File: src/hdl/sfla_pkg.sv
// Shared types and state codes for the shortest-first least-load assigner.
`default_nettype none
package sfla_pkg;

   localparam int TIME_W = 32;
   localparam int TAG_W  = 8;
   localparam int MASK_W = 8;
   localparam int NIDX_W = 3;

   typedef struct packed {
      logic              kind;
      logic [NIDX_W-1:0] node_index;
      logic [TIME_W-1:0] time_left;
      logic [TAG_W-1:0]  task_tag;
      logic [MASK_W-1:0] fit_mask;
      logic              last;
   } req_type;

   typedef struct packed {
      logic [TAG_W-1:0]  out_tag;
      logic [NIDX_W-1:0] out_node;
      logic              assigned;
      logic              overflow;
      logic              end_of_batch;
   } rsp_type;

   typedef struct packed {
      logic [TIME_W-1:0] time_est;
      logic [TAG_W-1:0]  tag;
      logic [MASK_W-1:0] mask;
   } task_type;

   // per-cycle command to every cell of the sort chain
   typedef struct packed {
      logic ins;
      logic shift;
   } cell_cmd_type;

   typedef enum logic [1:0] {
      ST_LOAD  = 2'b01,
      ST_PLACE = 2'b10
   } state_type;

   localparam logic KIND_NODE = 1'b0;
   localparam logic KIND_TASK = 1'b1;

endpackage
`default_nettype wire

File: src/hdl/sfla_pick.sv
// Least-loaded feasible node search: three-level compare tree, lowest index on ties.
`default_nettype none
module sfla_pick #(
   parameter int NUM_NODES = 8
) (
   input  wire [31:0]                  loads [NUM_NODES],
   input  wire [sfla_pkg::MASK_W-1:0]  mask,
   output logic                        found,
   output logic [sfla_pkg::NIDX_W-1:0] best
);

   localparam int LEAVES = 8;

   logic                        f0 [LEAVES];
   logic [31:0]                 l0 [LEAVES];
   logic                        f1 [4];
   logic [31:0]                 l1 [4];
   logic [sfla_pkg::NIDX_W-1:0] i1 [4];
   logic                        f2 [2];
   logic [31:0]                 l2 [2];
   logic [sfla_pkg::NIDX_W-1:0] i2 [2];

   // leaves at or above NUM_NODES hold no node and never fit
   for (genvar j = 0; j < LEAVES; j++) begin : g_leaf
      if (j < NUM_NODES) begin : g_on
         assign f0[j] = mask[j];
         assign l0[j] = loads[j];
      end else begin : g_off
         assign f0[j] = 1'b0;
         assign l0[j] = '0;
      end
   end

   always_comb begin
      for (int k = 0; k < 4; k++) begin
         if (f0[2*k+1] && (!f0[2*k] || l0[2*k+1] < l0[2*k])) begin
            f1[k] = 1'b1;
            l1[k] = l0[2*k+1];
            i1[k] = sfla_pkg::NIDX_W'(2*k+1);
         end else begin
            f1[k] = f0[2*k];
            l1[k] = l0[2*k];
            i1[k] = sfla_pkg::NIDX_W'(2*k);
         end
      end
      for (int k = 0; k < 2; k++) begin
         if (f1[2*k+1] && (!f1[2*k] || l1[2*k+1] < l1[2*k])) begin
            f2[k] = 1'b1;
            l2[k] = l1[2*k+1];
            i2[k] = i1[2*k+1];
         end else begin
            f2[k] = f1[2*k];
            l2[k] = l1[2*k];
            i2[k] = i1[2*k];
         end
      end
      if (f2[1] && (!f2[0] || l2[1] < l2[0])) begin
         found = 1'b1;
         best  = i2[1];
      end else begin
         found = f2[0];
         best  = f2[0] ? i2[0] : '0;
      end
   end

endmodule
`default_nettype wire

File: config.mk
export PLATFORM = sky130hd
export DESIGN_NAME = sfla_pick
export DESIGN_NICKNAME = d
export VERILOG_FILES = /design/src/hdl/sfla_pkg.sv /design/src/hdl/sfla_pick.sv
export SDC_FILE = /design/constraint.sdc
export NUM_CORES = 1
export LEC_CHECK = 0
export BUFFER_PORTS_ARGS = -buffer_cell sky130_fd_sc_hd__buf_2
export CAP_MARGIN = 20
export CORE_ASPECT_RATIO = 0.8
export CORE_MARGIN = 2
export CORE_UTILIZATION = 53
export DETAILED_ROUTE_END_ITERATION = 8
export PLACE_DENSITY = 0.92
export SYNTH_ARGS = -nofsm -noshare
export SYNTH_HDL_FRONTEND = slang
export SYNTH_SLANG_ARGS = --single-unit
export TNS_END_PERCENT = 10
File: constraint.sdc
create_clock -name vclk -period 8.7
set_input_delay 0.87 -clock vclk [all_inputs]
set_output_delay 0.87 -clock vclk [all_outputs]
set_load 0.05 [all_outputs]
* Word level (Yosys, flattened, before mapping) *
Cells that the tools add are included.

word-level totals
  memories kept = 0
  bits in writable memories = 0
  output and inout port bits = 4
  logic and storage cells = 49
  bits in registers = 0
  bits in latches = 0
  input bits = 264
  memory bits (read-only) = 0

cells by class
  muxes and demuxes = 21
  reduce and logical (&&, ||, !) cells = 21
  div/mod/pow operators = 0
  $mul = 0
  $lt $le $gt $ge = 7
  add/subtract/negate cells = 0
  bitwise logic cells = 0
  shifts and indexed selects = 0
  equality and inequality tests = 0

operators by type and width
  operator             count
  32-bit < comparator  7
  32-bit two-way mux   6
  3-bit two-way mux    4
  1-bit two-way mux    11
  1-bit logical AND    7
  1-bit logical NOT    7
  1-bit logical OR     7

* Depth between registers and ports, before layout *
  depth after elaboration = 12
  gate-level depth with buffers = 34
  mapped depth without buffers = 31

* Least setup slack after synthesis *
No wires, ideal clock.

  path kind = input -> output
  from = input loads[190] (netlist bit)
  to = output best[0] (netlist bit)
  path buffers = 2
  data required time = 7830 ps
  stages on the path = 33
  path slack = 149 ps
  arrival time = 7681 ps
  path through = inv_1 > ha_1 > nand4_1 > or4_1 > nor2_1 > o2bb2ai_1 > o21ai_0 > nand2_1 > buf_1 > mux2_2 > ha_1 > nand4_1 > or4_1 > nor2_1 > a21oi_1 > a21oi_1 > o22ai_1 > a31oi_1 > o21bai_2 > buf_2 > nand2_1 > o21ai_1 > ha_1 > a21o_1 > a21o_1 > a21oi_1 > o21ai_0 > a221oi_1 > o21ai_0 > o21bai_1 > a2111oi_0 > a31oi_1 > mux2i_1

between the ends
  longest elaborated chain between the ends = 12
  elaborated cells between the ends (all ways) = 18
  those cells by class = 3 x order compare; 8 x mux; 7 x reduce/logical

RTL lines
  element                                                   RTL line         source
  from (decl)                                               sfla_pick.sv:6   input wire [31:0] loads [NUM_NODES],
  32-bit < comparator                                       sfla_pick.sv:36  if (f0[2*k+1] && (!f0[2*k] || l0[2*k+1] < l0[2*k])) begin
  1-bit logical OR                                          sfla_pick.sv:36
  1-bit logical AND                                         sfla_pick.sv:36
  32-bit two-way mux                                        sfla_pick.sv:36
  32-bit < comparator                                       sfla_pick.sv:47  if (f1[2*k+1] && (!f1[2*k] || l1[2*k+1] < l1[2*k])) begin
  1-bit logical OR                                          sfla_pick.sv:47
  1-bit logical AND                                         sfla_pick.sv:47
  32-bit two-way mux or 1-bit two-way mux (tied branches)   sfla_pick.sv:47
  32-bit < comparator or 1-bit logical NOT (tied branches)  sfla_pick.sv:57  if (f2[1] && (!f2[0] || l2[1] < l2[0])) begin
  1-bit logical OR                                          sfla_pick.sv:57
  1-bit logical AND                                         sfla_pick.sv:57
  3-bit two-way mux *                                       sfla_pick.sv:57
  to (decl)                                                 sfla_pick.sv:9   output logic [sfla_pkg::NIDX_W-1:0] best

Every way passes the cells marked *; elsewhere a longest branch is shown, timed or not.

* Worst setup path in the final report *
  from = input loads[178] (netlist bit)
  to = output best[1] (netlist bit)

Same word-level chain as after synthesis.

==> flow_summary.ini <==
[run_status]
status = complete, no violations

[drt]
finalWirelength_um = 25200
vias_per_cell = 5.90
dr.pass1.iters = 5
drt_iter0_drc = 577
wl_per_cell_um = 16.3
drc_errors = 0
ant_nets = 0
vias = 9152

[critical_path]
path_class = in -> out
arrival_ns = 7.54
crit_top_cell = nand4_1
critPathCaptureType = primary output
crit_path_max_incr_delay_ns = 0.64
crit_family = simple AND/OR/NAND/NOR gates
crit_required_ns = 7.83
crit_buf_inv = 8
cp_slowest_cell = or4_4
start_kind = input pin
worstPathMaxFanout = 7

[sta]
tightest_slew_ns = 0.629
setup_viol = 0
final_hold_viol_count = 0
max_slew_margin = 0.580
min_period_over_period = 0.967
worst_slack_ns = 0.290
report.final.slew_viol_count = 0
clock.fmax_ghz = 0.119
min_period_ns = 8.41

[global_routing]
grt_pass1_wl_um = 37700
antenna_found_initial = 0
grt_pass1_vias = 8527
track_usage = 0.310
grt_start_max_net_pins = 41
gr-total-overflow = 0
met3_usage = 0.0286
use_met2 = 0.566
met1_usage = 0.386
gr-max-usage-layer = met2

[yosys]
ys.warnings.count = 0
synth_compound_area_frac = 0.258
synth_mux_area_frac = 0.0962
synthesis.nets = 1568
synth_top_family_by_area = adder cells
syn_area_mm2 = 0.00740
synth_simple_gate_area_frac = 0.192
synth_cell_types = 56
yosys.area_share.adder = 0.367
synth_xor_xnor_area_share = 0
synth_seq_area_share = 0
syn_avg_cell_area_um2 = 6.81
synthCells = 1087

[floorplan]
initial_core_util = 0.544
die_h_um = 110
dieArea_mm2 = 0.0149
io_pins = 268
core_area_mm2 = 0.0136
num_rows = 38
die_w_um = 136

[placed_design]
pre_cts_ws_ns = -0.249
routabilityCongestion = 0.945
place_hpwl_um = 21100
placed_area_mm2 = 0.00912
portBuffers = 268

[worst_hold_path]
hold_path_class = in -> out

[cts]
cts_hold_buf = 0

[power]
vdd_drop_max_v = 0.0000698
p_total_mw = 0.880
leakagePower_nw = 5.26
power_density_mw_per_mm2 = 90.7

[cells_and_area]
num_antenna_cells = 0
fillers = 1146
syn_to_final_growth_pct = 31.1
final_core_util = 0.713
design.seq.count = 0
layout.nets = 1855
design_area_mm2 = 0.00970
register_area_um2 = 0
post_route_cells_drive_above_1_share = 0.293
clock_buffers = 0

[job]
cap_violations = 0
-- cell families (layout without fill, tap and decap cells) --
group / count (synthesis) / count (layout)
buf+inv: 163 / 444
simple gates: 312 / 313
mux: 67 / 67
fa+ha+maj: 217 / 217
compound gates: 328 / 331
-- cell usage in the layout, fill, tap and decap left out, types with 9 or more instances in the layout --
cell and n:
buf_2 267, mux2_2 32, inv_1 132, buf_4 31, o21ai_1 33, nand4_1 31
nor3_1 9, nor2_1 94, a21o_1 20, nand2_1 112, a211oi_1 9, ha_1 213
mux2i_1 26, o21ai_0 67, nand3_1 20, a21oi_1 134
-- worst paths after layout --
check                   from      end  cells after the start
setup / recovery  loads[178]  best[1]                     35
hold / removal       mask[1]    found                      4
-- final cells by class --
| class | instances | area (µm²) | area share |
|---|---|---|---|
| Inverter | 132 | 495 | 0.0511 |
| Multi-Input combinational cell | 928 | 7160 | 0.738 |
| Tap cell | 180 | 225 | 0.0232 |
| Timing Repair Buffer | 312 | 1820 | 0.188 |
-- repair_timing --
action                                  CTS  global route
cloned                                    3             4
buffers inserted                          5            11
resized for setup                         8            71
endpoints found under the setup margin    3             3
pin swaps                                 3            21
-- per-stage QoR --
| stage | setup TNS, ns | hold slack, ns | instances |
|---|---|---|---|
| floorplan | 0 | 2.11 | 1087 |
| global placement | -0.471 | 2.30 | 1529 |
| detailed placement | -0.594 | 2.30 | 1529 |
| CTS | 0 | 2.30 | 1537 |
| global route | -0.154 | 2.34 | 1552 |
| finish | 0 | 2.32 | 1552 |
-- routing by layer --
metal  vias up  routed length, µm  share of wire
met5         -                  0              0
met4         0                738          0.029
met3        62               2360          0.093
met2       453              11900           0.47
met1      4100              10200           0.41
li1       4537                  -              -
-- synthesized netlist by cell type (2+ instances only) --
cell | n | area, µm²
ha_1 | 217 | 2720
a21oi_1 | 138 | 691
inv_1 | 132 | 495
nand2_1 | 114 | 428
nor2_1 | 97 | 364
o21ai_0 | 75 | 375
mux2i_1 | 34 | 340
mux2_2 | 32 | 360
nand4_1 | 31 | 194
o21ai_1 | 30 | 150
a21o_1 | 20 | 150
nand3_1 | 20 | 100
buf_2 | 13 | 65.1
clkbuf_1 | 12 | 45.0
a211oi_1 | 11 | 82.6
nor3_1 | 11 | 55.1
and4_1 | 8 | 70.1
a2111oi_0 | 7 | 61.3
or4_1 | 6 | 45.0
a31oi_1 | 5 | 31.3
nand2b_1 | 5 | 31.3
nor2b_1 | 5 | 31.3
o22ai_1 | 5 | 31.3
a221oi_1 | 4 | 35.0
and2_1 | 4 | 25.0
a211o_1 | 3 | 26.3
buf_1 | 3 | 11.3
buf_4 | 3 | 22.5
o211ai_1 | 3 | 22.5
o21a_1 | 3 | 22.5
o21bai_1 | 3 | 22.5
or2_2 | 3 | 18.8
a21boi_0 | 2 | 15.0
a311oi_1 | 2 | 17.5
nor3b_1 | 2 | 15.0
o2111ai_1 | 2 | 17.5
o2bb2ai_1 | 2 | 17.5
or3_1 | 2 | 12.5
-- where the power goes --
part / switching (mW) / total, mW / leakage [nW] / internal (mW)
Combinational: 0.488 / 0.880 / 5.26 / 0.392
Clock: 0 / 0 / 0 / 0
Sequential: 0 / 0 / 0 / 0
Total: 0.488 / 0.880 / 5.26 / 0.392
(Power assumes the default switching activity.)
