File: config.mk
export PLATFORM = sky130hd
export DESIGN_NAME = sfla_cell
export DESIGN_NICKNAME = d
export VERILOG_FILES = /design/src/hdl/sfla_pkg.sv /design/src/hdl/sfla_cell.sv
export SDC_FILE = /design/constraint.sdc
export NUM_CORES = 1
export LEC_CHECK = 0
export ABC_CLOCK_PERIOD_IN_PS = 9300
export BUFFER_PORTS_ARGS = -buffer_cell sky130_fd_sc_hd__buf_4
export CAP_MARGIN = 20
export CORE_AREA = 3 3 113 71
export CTS_CLUSTER_DIAMETER = 50
export DETAILED_ROUTE_END_ITERATION = 10
export DIE_AREA = 0 0 116 74
export GPL_ROUTABILITY_DRIVEN = 0
export GPL_TIMING_DRIVEN = 0
export PLACE_DENSITY = 0.9
export REMOVE_ABC_BUFFERS = 1
export SYNTH_ARGS = -nofsm -noshare
export SYNTH_HDL_FRONTEND = slang
export SYNTH_SLANG_ARGS = --single-unit
File: constraint.sdc
create_clock -name clock -period 9.3 [get_ports clock]
set_input_delay 1.86 -clock clock [delete_from_list [all_inputs] [get_ports clock]]
set_output_delay 1.86 -clock clock [all_outputs]
set_load 0.005 [all_outputs]
File: src/hdl/sfla_pkg.sv
// Shared types and state codes for the shortest-first least-load assigner.
`default_nettype none
package sfla_pkg;

   localparam int TIME_W = 32;
   localparam int TAG_W  = 8;
   localparam int MASK_W = 8;
   localparam int NIDX_W = 3;

   typedef struct packed {
      logic              kind;
      logic [NIDX_W-1:0] node_index;
      logic [TIME_W-1:0] time_left;
      logic [TAG_W-1:0]  task_tag;
      logic [MASK_W-1:0] fit_mask;
      logic              last;
   } req_type;

   typedef struct packed {
      logic [TAG_W-1:0]  out_tag;
      logic [NIDX_W-1:0] out_node;
      logic              assigned;
      logic              overflow;
      logic              end_of_batch;
   } rsp_type;

   typedef struct packed {
      logic [TIME_W-1:0] time_est;
      logic [TAG_W-1:0]  tag;
      logic [MASK_W-1:0] mask;
   } task_type;

   // per-cycle command to every cell of the sort chain
   typedef struct packed {
      logic ins;
      logic shift;
   } cell_cmd_type;

   typedef enum logic [1:0] {
      ST_LOAD  = 2'b01,
      ST_PLACE = 2'b10
   } state_type;

   localparam logic KIND_NODE = 1'b0;
   localparam logic KIND_TASK = 1'b1;

endpackage
`default_nettype wire

File: src/hdl/sfla_cell.sv
// One cell of the sorted task chain: stable insert by time, left shift to drain.
`default_nettype none
module sfla_cell (
   input  wire                     clock,
   input  wire                     reset,
   input  wire sfla_pkg::cell_cmd_type cmd,
   input  wire sfla_pkg::task_type new_task,
   input  wire sfla_pkg::task_type left_task,
   input  wire                     left_valid,
   input  wire                     left_push,
   input  wire sfla_pkg::task_type right_task,
   input  wire                     right_valid,
   output sfla_pkg::task_type      task_out,
   output logic                    valid_out,
   output logic                    push_out
);

   sfla_pkg::task_type task_ff, task_in;
   logic               valid_ff, valid_in;

   // entry moves right when the incoming time is strictly smaller (ties stay ahead)
   assign push_out  = valid_ff && (task_ff.time_est > new_task.time_est);
   assign task_out  = task_ff;
   assign valid_out = valid_ff;

   always_comb begin
      task_in  = task_ff;
      valid_in = valid_ff;
      if (cmd.shift) begin
         task_in  = right_task;
         valid_in = right_valid;
      end else if (cmd.ins) begin
         if (left_push) begin
            task_in  = left_task;
            valid_in = 1'b1;
         end else if ((!valid_ff || push_out) && left_valid) begin
            task_in  = new_task;
            valid_in = 1'b1;
         end
      end
   end

   always_ff @(posedge clock) begin
      task_ff <= task_in;
      if (reset) begin
         valid_ff <= 1'b0;
      end else begin
         valid_ff <= valid_in;
      end
   end

endmodule
`default_nettype wire

# Yosys cells after proc, flatten, opt, wreduce, memory -nomap -nowiden
# Index checks and enable logic that the tools add are counted.
# W data, S select, Z words.
[totals]
register_bits = 49
in_bits = 151
out_inout_bits = 50
word_cells = 20
[classes]
magnitude_cmp = 1
mux = 8
n_reduce_logical = 7
[ops]
columns = ["operator", "n"]
rows = [
  ["$mux W48", 4],
  ["$gt A32 B32 Y1", 1],
  ["$mux W1", 4],
  ["$reduce_bool A3 Y1", 1],
  ["$logic_and A1 B1 Y1", 2],
  ["$reduce_and A2 Y1", 1],
  ["$reduce_bool A2 Y1", 1],
  ["$logic_not A1 Y1", 1],
  ["$logic_or A1 B1 Y1", 1],
]

# Longest topological paths before layout
# Gate-level depths: netlist of the first run.
[logic_depth]
word_depth = 8
ltp_mapped = 7
mapped_depth_nobuf = 7

# Worst setup path after synthesis of the first run
# No wires, ideal clock.
[synth_path]
path_kind = "input -> register"
start = "input port new_task[47] (netlist name)"
end = "register task_ff (netlist bit task_out[0]), enable pin"
setup_ns = 0.482
t_arrival_ns = 5.338
t_required_ns = 8.818
setup_slack_ns = 3.479
path_stages = 7
path_buffers = 0
cell_sequence = "inv_1 -> ha_1 -> nand4_2 -> nor4_2 -> and2b_1 -> o41ai_1 -> a31oi_1"
[synth_between]
elab_chain_cells = 6
[synth_lines]
columns = ["item", "line_no", "text"]
rows = [
  ["from (decl)", "sfla_cell.sv:7", "input wire sfla_pkg::task_type new_task,"],
  ["$gt A32 B32 Y1", "sfla_cell.sv:22", "assign push_out = valid_ff && (task_ff.time_est > new_task.time_est);"],
  ["$logic_and A1 B1 Y1", "sfla_cell.sv:22", ""],
  ["$logic_or A1 B1 Y1", "sfla_cell.sv:36", "end else if ((!valid_ff || push_out) && left_valid) begin"],
  ["$logic_and A1 B1 Y1", "sfla_cell.sv:36", ""],
  ["$reduce_bool A3 Y1 (no source line)", "n/a", ""],
  ["$reduce_and A2 Y1 (no source line)", "n/a", ""],
  ["to (signal assigned)", "sfla_cell.sv:44", "task_ff <= task_in;"],
  ["to (decl)", "sfla_cell.sv:18", "sfla_pkg::task_type task_ff, task_in;"],
]
# No other way between the ends.
# A chain may end at the register's enable or synchronous reset.

# Final worst setup path of the first run
[layout_path]
start = "input port new_task[17] (netlist name)"
end = "output port push_out"
[layout_between]
elab_chain_cells = 2
[layout_lines]
columns = ["item", "line_no", "text"]
rows = [
  ["$gt A32 B32 Y1", "sfla_cell.sv:22", ""],
  ["$logic_and A1 B1 Y1", "sfla_cell.sv:22", ""],
  ["to (decl)", "sfla_cell.sv:15", "output logic push_out"],
]
# No other way between the ends.

==> results of run 1 <==
-- Yosys cell counts --
master,number
nand2_1,53
edfxtp_1,48
mux2i_1,48
o21ai_1,33
ha_1,32
inv_1,32
o21ai_0,20
a21oi_1,14
clkbuf_1,12
nand4_1,6
buf_2,5
a21o_1,3
nand3_1,3
nor3_1,3
nand4_2,2
nor2_1,2
nor2b_1,2
a2111oi_0,1
a211oi_1,1
a21boi_1,1
a221o_1,1
a31oi_1,1
and2b_1,1
dfxtp_1,1
nor3b_1,1
nor4_1,1
nor4_2,1
o211ai_1,1
o21a_1,1
o41ai_1,1
-- path summary, 6_finish.rpt --
path	startpoint	endpoint	slack (ns)
worst max-delay path	new_task[17]	push_out	3.76
worst min-delay path	valid_out	valid_out	0.65
worst max register to register	task_out[47]	task_out[7]	6.33
worst min register to register	valid_out	valid_out	0.65
-- placed cells by master (no fill, tap or decap), types with 2 or more instances in the layout --
master	instances
nand2_1	53
nand4_1	6
nor3_1	3
nand4_2	2
inv_1	32
nor2_1	2
a21o_1	3
buf_4	200
nand3_1	3
clkbuf_16	5
o21ai_0	20
mux2i_1	48
nor2b_1	2
o21ai_1	33
ha_1	32
edfxtp_1	48
a21oi_1	14
-- registers in the layout (all words and copies together) (netlist names) --
| name | count |
|---|---|
| valid_out | 1 |
| task_out | 48 |
-- cell type report --
type	count	area share
multi-input combinational	233	0.3295
timing repair buffer	201	0.3015
sequential	49	0.2896
clock buffer	5	0.02480
inverter	32	0.02380
tap	91	0.02256
clock inverter	3	0.008182
-- cells by family (layout without fill, tap and decap cells) --
kind of cell,after synthesis,after routing,synth area share
AOI/OAI and AO/OA,78,78,0.1278
adders and majority gates,32,32,0.1213
buffers and inverters,49,241,0.05764
DFF,49,49,0.4429
muxes,48,48,0.1456
and+or+nand+nor,75,75,0.1047
-- layer usage --
metal | global-route usage | share of wire
met3 | 0.04553 | 0.078
met1 | 0.2410 | 0.41
met4 | 0.03218 | 0.0050
met5 | 0 | 0
met2 | 0.3767 | 0.51
-- power groups by stage --
stage	registers, uW	clock network [uW]	logic (uW)
floorplan	291	0	66.1
CTS	283	207	187
global route	286	216	205
global placement	290	0	176
detailed placement	288	0	186
finish	283	202	184
-- through the flow --
step                      instance area, um^2  total power, uW
after floorplan                          3229            356.6
after global placement                   4845            465.8
after detailed placement                 4880            474.0
after CTS                                5046            677.4
after global routing                     5046            706.5
final                                    5046            669.6
-- worst reg2reg max path: cells and delay by family, from the launching register on --
kind | cells | cell delay, ns
flip-flops | 1 | 0.42
AO/OA/AOI/OAI | 2 | 0.85
AND/OR/NAND/NOR | 3 | 0.75
adder cells (fa/ha/maj) | 1 | 0.37
buffers and inverters | 1 | 0.28
==> flow_metrics.tcl, run 1 <==
set metrics [dict create \
    status "finished, final reports clean" \
    whs_ns 0.6521 \
    pin_count 201 \
    fmax_ghz 0.1806 \
    diodes 0 \
    fin_crit_sh 0.5953 \
    cts_tree "yes" \
    cp_cell_sequence "buf_4 > inv_1 > ha_1 > nor2b_1 > o211ai_1 > a2111oi_0 > o41ai_1 > a21boi_1 > buf_4" \
    cts_resized 0 \
    critPathKind "in -> out" \
    cts_max_path_buffers 2 \
    worstPathRequired_ns 7.44 \
    grt_max_degree 101 \
    synth_top_area_share 0.4369 \
    syn_inst 331 \
    fill_cells 549 \
    dieWidth_um 116 \
    routedWlPerCell_um 14.85 \
    hold_viol 0 \
    grt_pass1_wl_um 13660 \
    via_per_inst 5.072 \
    post_cts_buffers 0 \
    cp_common_cell "buf_4" \
    ir_drop_mv 0.07706 \
    start_util 0.4617 \
    postCtsHoldBufs 0 \
    p_switching_uw 167.2 \
    p_sw_frac 0.2496 \
    grt_use_total 0.2000 \
    fin_util 0.7061 \
    path_clk_slew_ns 0.06 \
    synth.top_cells.by_area "edfxtp_1 44%, mux2i_1 15%, ha_1 12%" \
    syn-cell-area_um2 3299 \
    multi_input_area_um2 1663 \
    layout-area-overhead-vs-synth_pct 52.94 \
    crit_cells 9 \
    vias 3114 \
    clock_latency_ns 0.28 \
    cellPowerDensity_nw_per_um2 132.7 \
    drcViolationCount 0 \
    worst_ep_arrival_time_ns 3.68 \
    comb_power_share 0.275 \
    yosysSeqAreaShare 0.4429 \
    clock-sinks 49 \
    drt-initial-drc-count 94 \
    grt-ovfl-total 0 \
    layout.cells.non_filler 614 \
    worstHoldPathType "reg -> reg" \
    clkPwrFrac 0.302 \
    antenna_found_initial 0 \
    dieArea_um2 8584 \
    worstPathMaxFanout 2 \
    final_nets 705 \
    path_buf_inv 3 \
    root_buffer "clkbuf_16" \
    path_delay_family "compound AO/OA/AOI/OAI gates" \
    htree_levels 2 \
    tightest_slew_ns 0.8609 \
    max_slew_margin 0.4261 \
    p_int_uw 502.4 \
    dp_slack_ns 3.738 \
    core.rowCount 24 \
    final.min_clock_period_ns 5.537 \
    ant_nets 0 \
    rsz0062_at_grt "no" \
    place_inst 606 \
    cp_slowest_cell "o41ai_1" \
    slowest_delay_ns 0.70 \
    drv_slew 0 \
    die_h_um 74 \
    max-cap-violations 0 \
    p_leak_uw 0.002529 \
    rr_worst_depth 7 \
    synth_cell_types 30 \
    drt_wl_total_um 9120 \
    cts-buffers-inserted 5 \
    power_frac_seq 0.423 \
    port_buffers 200 \
    yosys_register_bits 49 \
    yosysTopAreaCell "edfxtp_1" \
    whs_path_depth 2 \
    first_pass_iters 4 \
    skew_ns 0.003079 \
    hpwl_um 7318 \
    avgSynthCellArea_um2 9.968 \
    drive_gt1_frac 0.4054 \
    regArea_um2 1461 \
    grt_pass1_vias 3042 \
    cp-end-kind "output pin" \
    layout_setup_ws_ns 3.763 \
    core-area_um2 7147 \
    critPathLaunchType "input pin" \
    finalSetupViolations 0 \
    setup_tns_ns 0 \
    yosysWarningCount 0 \
]
Note: power is estimated with default switching activity, not from simulation.
==> inputs of run 2 (changes only) <==
--- a/config.mk
+++ b/config.mk
@@ -5,16 +5,16 @@
 export SDC_FILE = /design/constraint.sdc
 export NUM_CORES = 1
 export LEC_CHECK = 0
-export ABC_CLOCK_PERIOD_IN_PS = 9300
+export ABC_CLOCK_PERIOD_IN_PS = 5500
 export BUFFER_PORTS_ARGS = -buffer_cell sky130_fd_sc_hd__buf_4
 export CAP_MARGIN = 20
-export CORE_AREA = 3 3 113 71
+export CORE_AREA = 3 3 116 74
 export CTS_CLUSTER_DIAMETER = 50
 export DETAILED_ROUTE_END_ITERATION = 10
-export DIE_AREA = 0 0 116 74
+export DIE_AREA = 0 0 119 77
 export GPL_ROUTABILITY_DRIVEN = 0
 export GPL_TIMING_DRIVEN = 0
-export PLACE_DENSITY = 0.9
+export PLACE_DENSITY = 0.85
 export REMOVE_ABC_BUFFERS = 1
 export SYNTH_ARGS = -nofsm -noshare
 export SYNTH_HDL_FRONTEND = slang
==> constraint.sdc (replaced) <==
create_clock -name clock -period 5.5 [get_ports clock]
set_input_delay 1.1 -clock clock [delete_from_list [all_inputs] [get_ports clock]]
set_output_delay 1.1 -clock clock [all_outputs]
set_load 0.005 [all_outputs]
==> flow_metrics.tcl, run 2 (same netlist as run 1, synthesis figures left out) <==
set metrics [dict create \
    p_leak_uw 0.002531 \
    drv_slew 0 \
    max_slew_margin 0.4188 \
    fmax_ghz 0.2440 \
    fin_crit_sh 0.7450 \
    worstPathMaxFanout 2 \
    core-area_um2 7664 \
    fin_util 0.6619 \
    cts_tree "yes" \
    start_util 0.4305 \
    final_cell_mix "200 x buf_4, 53 x nand2_1, 48 x mux2i_1, 48 x edfxtp_1, 33 x o21ai_1" \
    dieWidth_um 119 \
    die_h_um 77 \
    first_pass_iters 4 \
    routedWlPerCell_um 15.49 \
    htree_levels 2 \
    grt_pass1_vias 3263 \
    worstPathRequired_ns 4.40 \
    rsz0062_at_grt "no" \
    worstHoldPathType "reg -> reg" \
    dieArea_um2 9163 \
    drt_wl_total_um 9777 \
    path_clk_slew_ns 0.07 \
    diodes 0 \
    clock-sinks 49 \
    tightest_slew_ns 0.8717 \
    critPathKind "in -> out" \
    worst_ep_arrival_time_ns 3.00 \
    whs_ns 0.6324 \
    drcViolationCount 0 \
    cp-end-kind "output pin" \
    critPathLaunchType "input pin" \
    postCtsHoldBufs 0 \
    setup_tns_ns 0 \
    cts-buffers-inserted 5 \
    grt-ovfl-total 0 \
    ir_drop_mv 0.1206 \
    min_from "valid_out" \
    pin_count 201 \
    largest_reg_flops 48 \
    final.min_clock_period_ns 4.098 \
    port_buffers 200 \
    grt_max_degree 101 \
    drt-initial-drc-count 119 \
    hold_viol 0 \
    status "finished, final reports clean" \
    hpwl_um 7811 \
    hold_end "valid_out" \
    grt_use_total 0.2087 \
    final_nets 705 \
    post_cts_buffers 0 \
    antenna_found_initial 0 \
    whs_path_depth 2 \
    fin_total_pwr_uw 1152 \
    r2r_end "task_out[2]" \
    grt_pass1_wl_um 15460 \
    via_per_inst 4.967 \
    clock_latency_ns 0.29 \
    skew_ns 0.008267 \
    drive_gt1_frac 0.4073 \
    reg2reg_from "task_out[43]" \
    vias 3134 \
    cts_max_path_buffers 2 \
    ant_nets 0 \
    root_buffer "clkbuf_16" \
    cts_resized 0 \
    final_common_cell "buf_4" \
    max-cap-violations 0 \
    rr_worst_depth 7 \
    layout-area-overhead-vs-synth_pct 53.74 \
    cellPowerDensity_nw_per_um2 227.1 \
    finalSetupViolations 0 \
    core.rowCount 25 \
    r2r_slack_ns 2.49 \
]
[run 2: cell counts in the layout (fill, tap and decap cells not counted)]
Identical to the previous run, type by type.
[run 2: power breakdown]
part / internal (uW) / leakage (uW) / switching (uW)
Combinational: 177 / 0.00195 / 138
Clock: 215 / 0.0000800 / 141
Sequential: 460 / 0.000498 / 19.6
[run 2: stage by stage]
step | area (um^2) | worst slack [ns] | instances
finish | 5072 | 1.402 | 631
global route | 5072 | 1.301 | 631
global placement | 4866 | -1.088 | 622
floorplan | 3229 | 0.4390 | 314
detailed placement | 4901 | 1.421 | 623
CTS | 5072 | 1.403 | 631
[run 2: final cells by class]
cell class	instances	area [um^2]
clock inverters	3	46.29
well taps	108	135.1
fillers	615	2591
clock buffers	5	125.1
flip-flops and latches	49	1461
repair buffers	201	1521
multi-input cells	233	1663
inverters	32	120.1
[run 2: how the worst max path moves through the flow]
| stage | startpoint | endpoint | slack, ns |
|---|---|---|---|
| 3_5_place_dp | new_task[17] | push_out | 1.42 |
| 3_3_place_gp | new_task[47] | task_out[33] | -1.09 |
| 5_1_grt | new_task[17] | push_out | 1.30 |
| 2_1_floorplan | new_task[47] | task_out[0] | 0.44 |
| 4_1_cts | new_task[17] | push_out | 1.40 |
| 6_report | new_task[17] | push_out | 1.40 |
[run 2: metal layers]
layer	vias to the layer above	part of all wire	routed length (um)	track usage
li1	1581	-	-	-
met1	1402	0.42	4073	0.2505
met2	138	0.48	4740	0.3639
met3	13	0.084	819	0.06706
met4	0	0.015	144	0.05087
met5	-	0	0	0
[run 2: critical path: stages]
cell and delay [ns]:
buf_4 0.09, inv_1 0.03, ha_1 0.29, nor2b_1 0.13, o211ai_1 0.16, a2111oi_0 0.12
o41ai_1 0.67, a21boi_1 0.21, buf_4 0.19
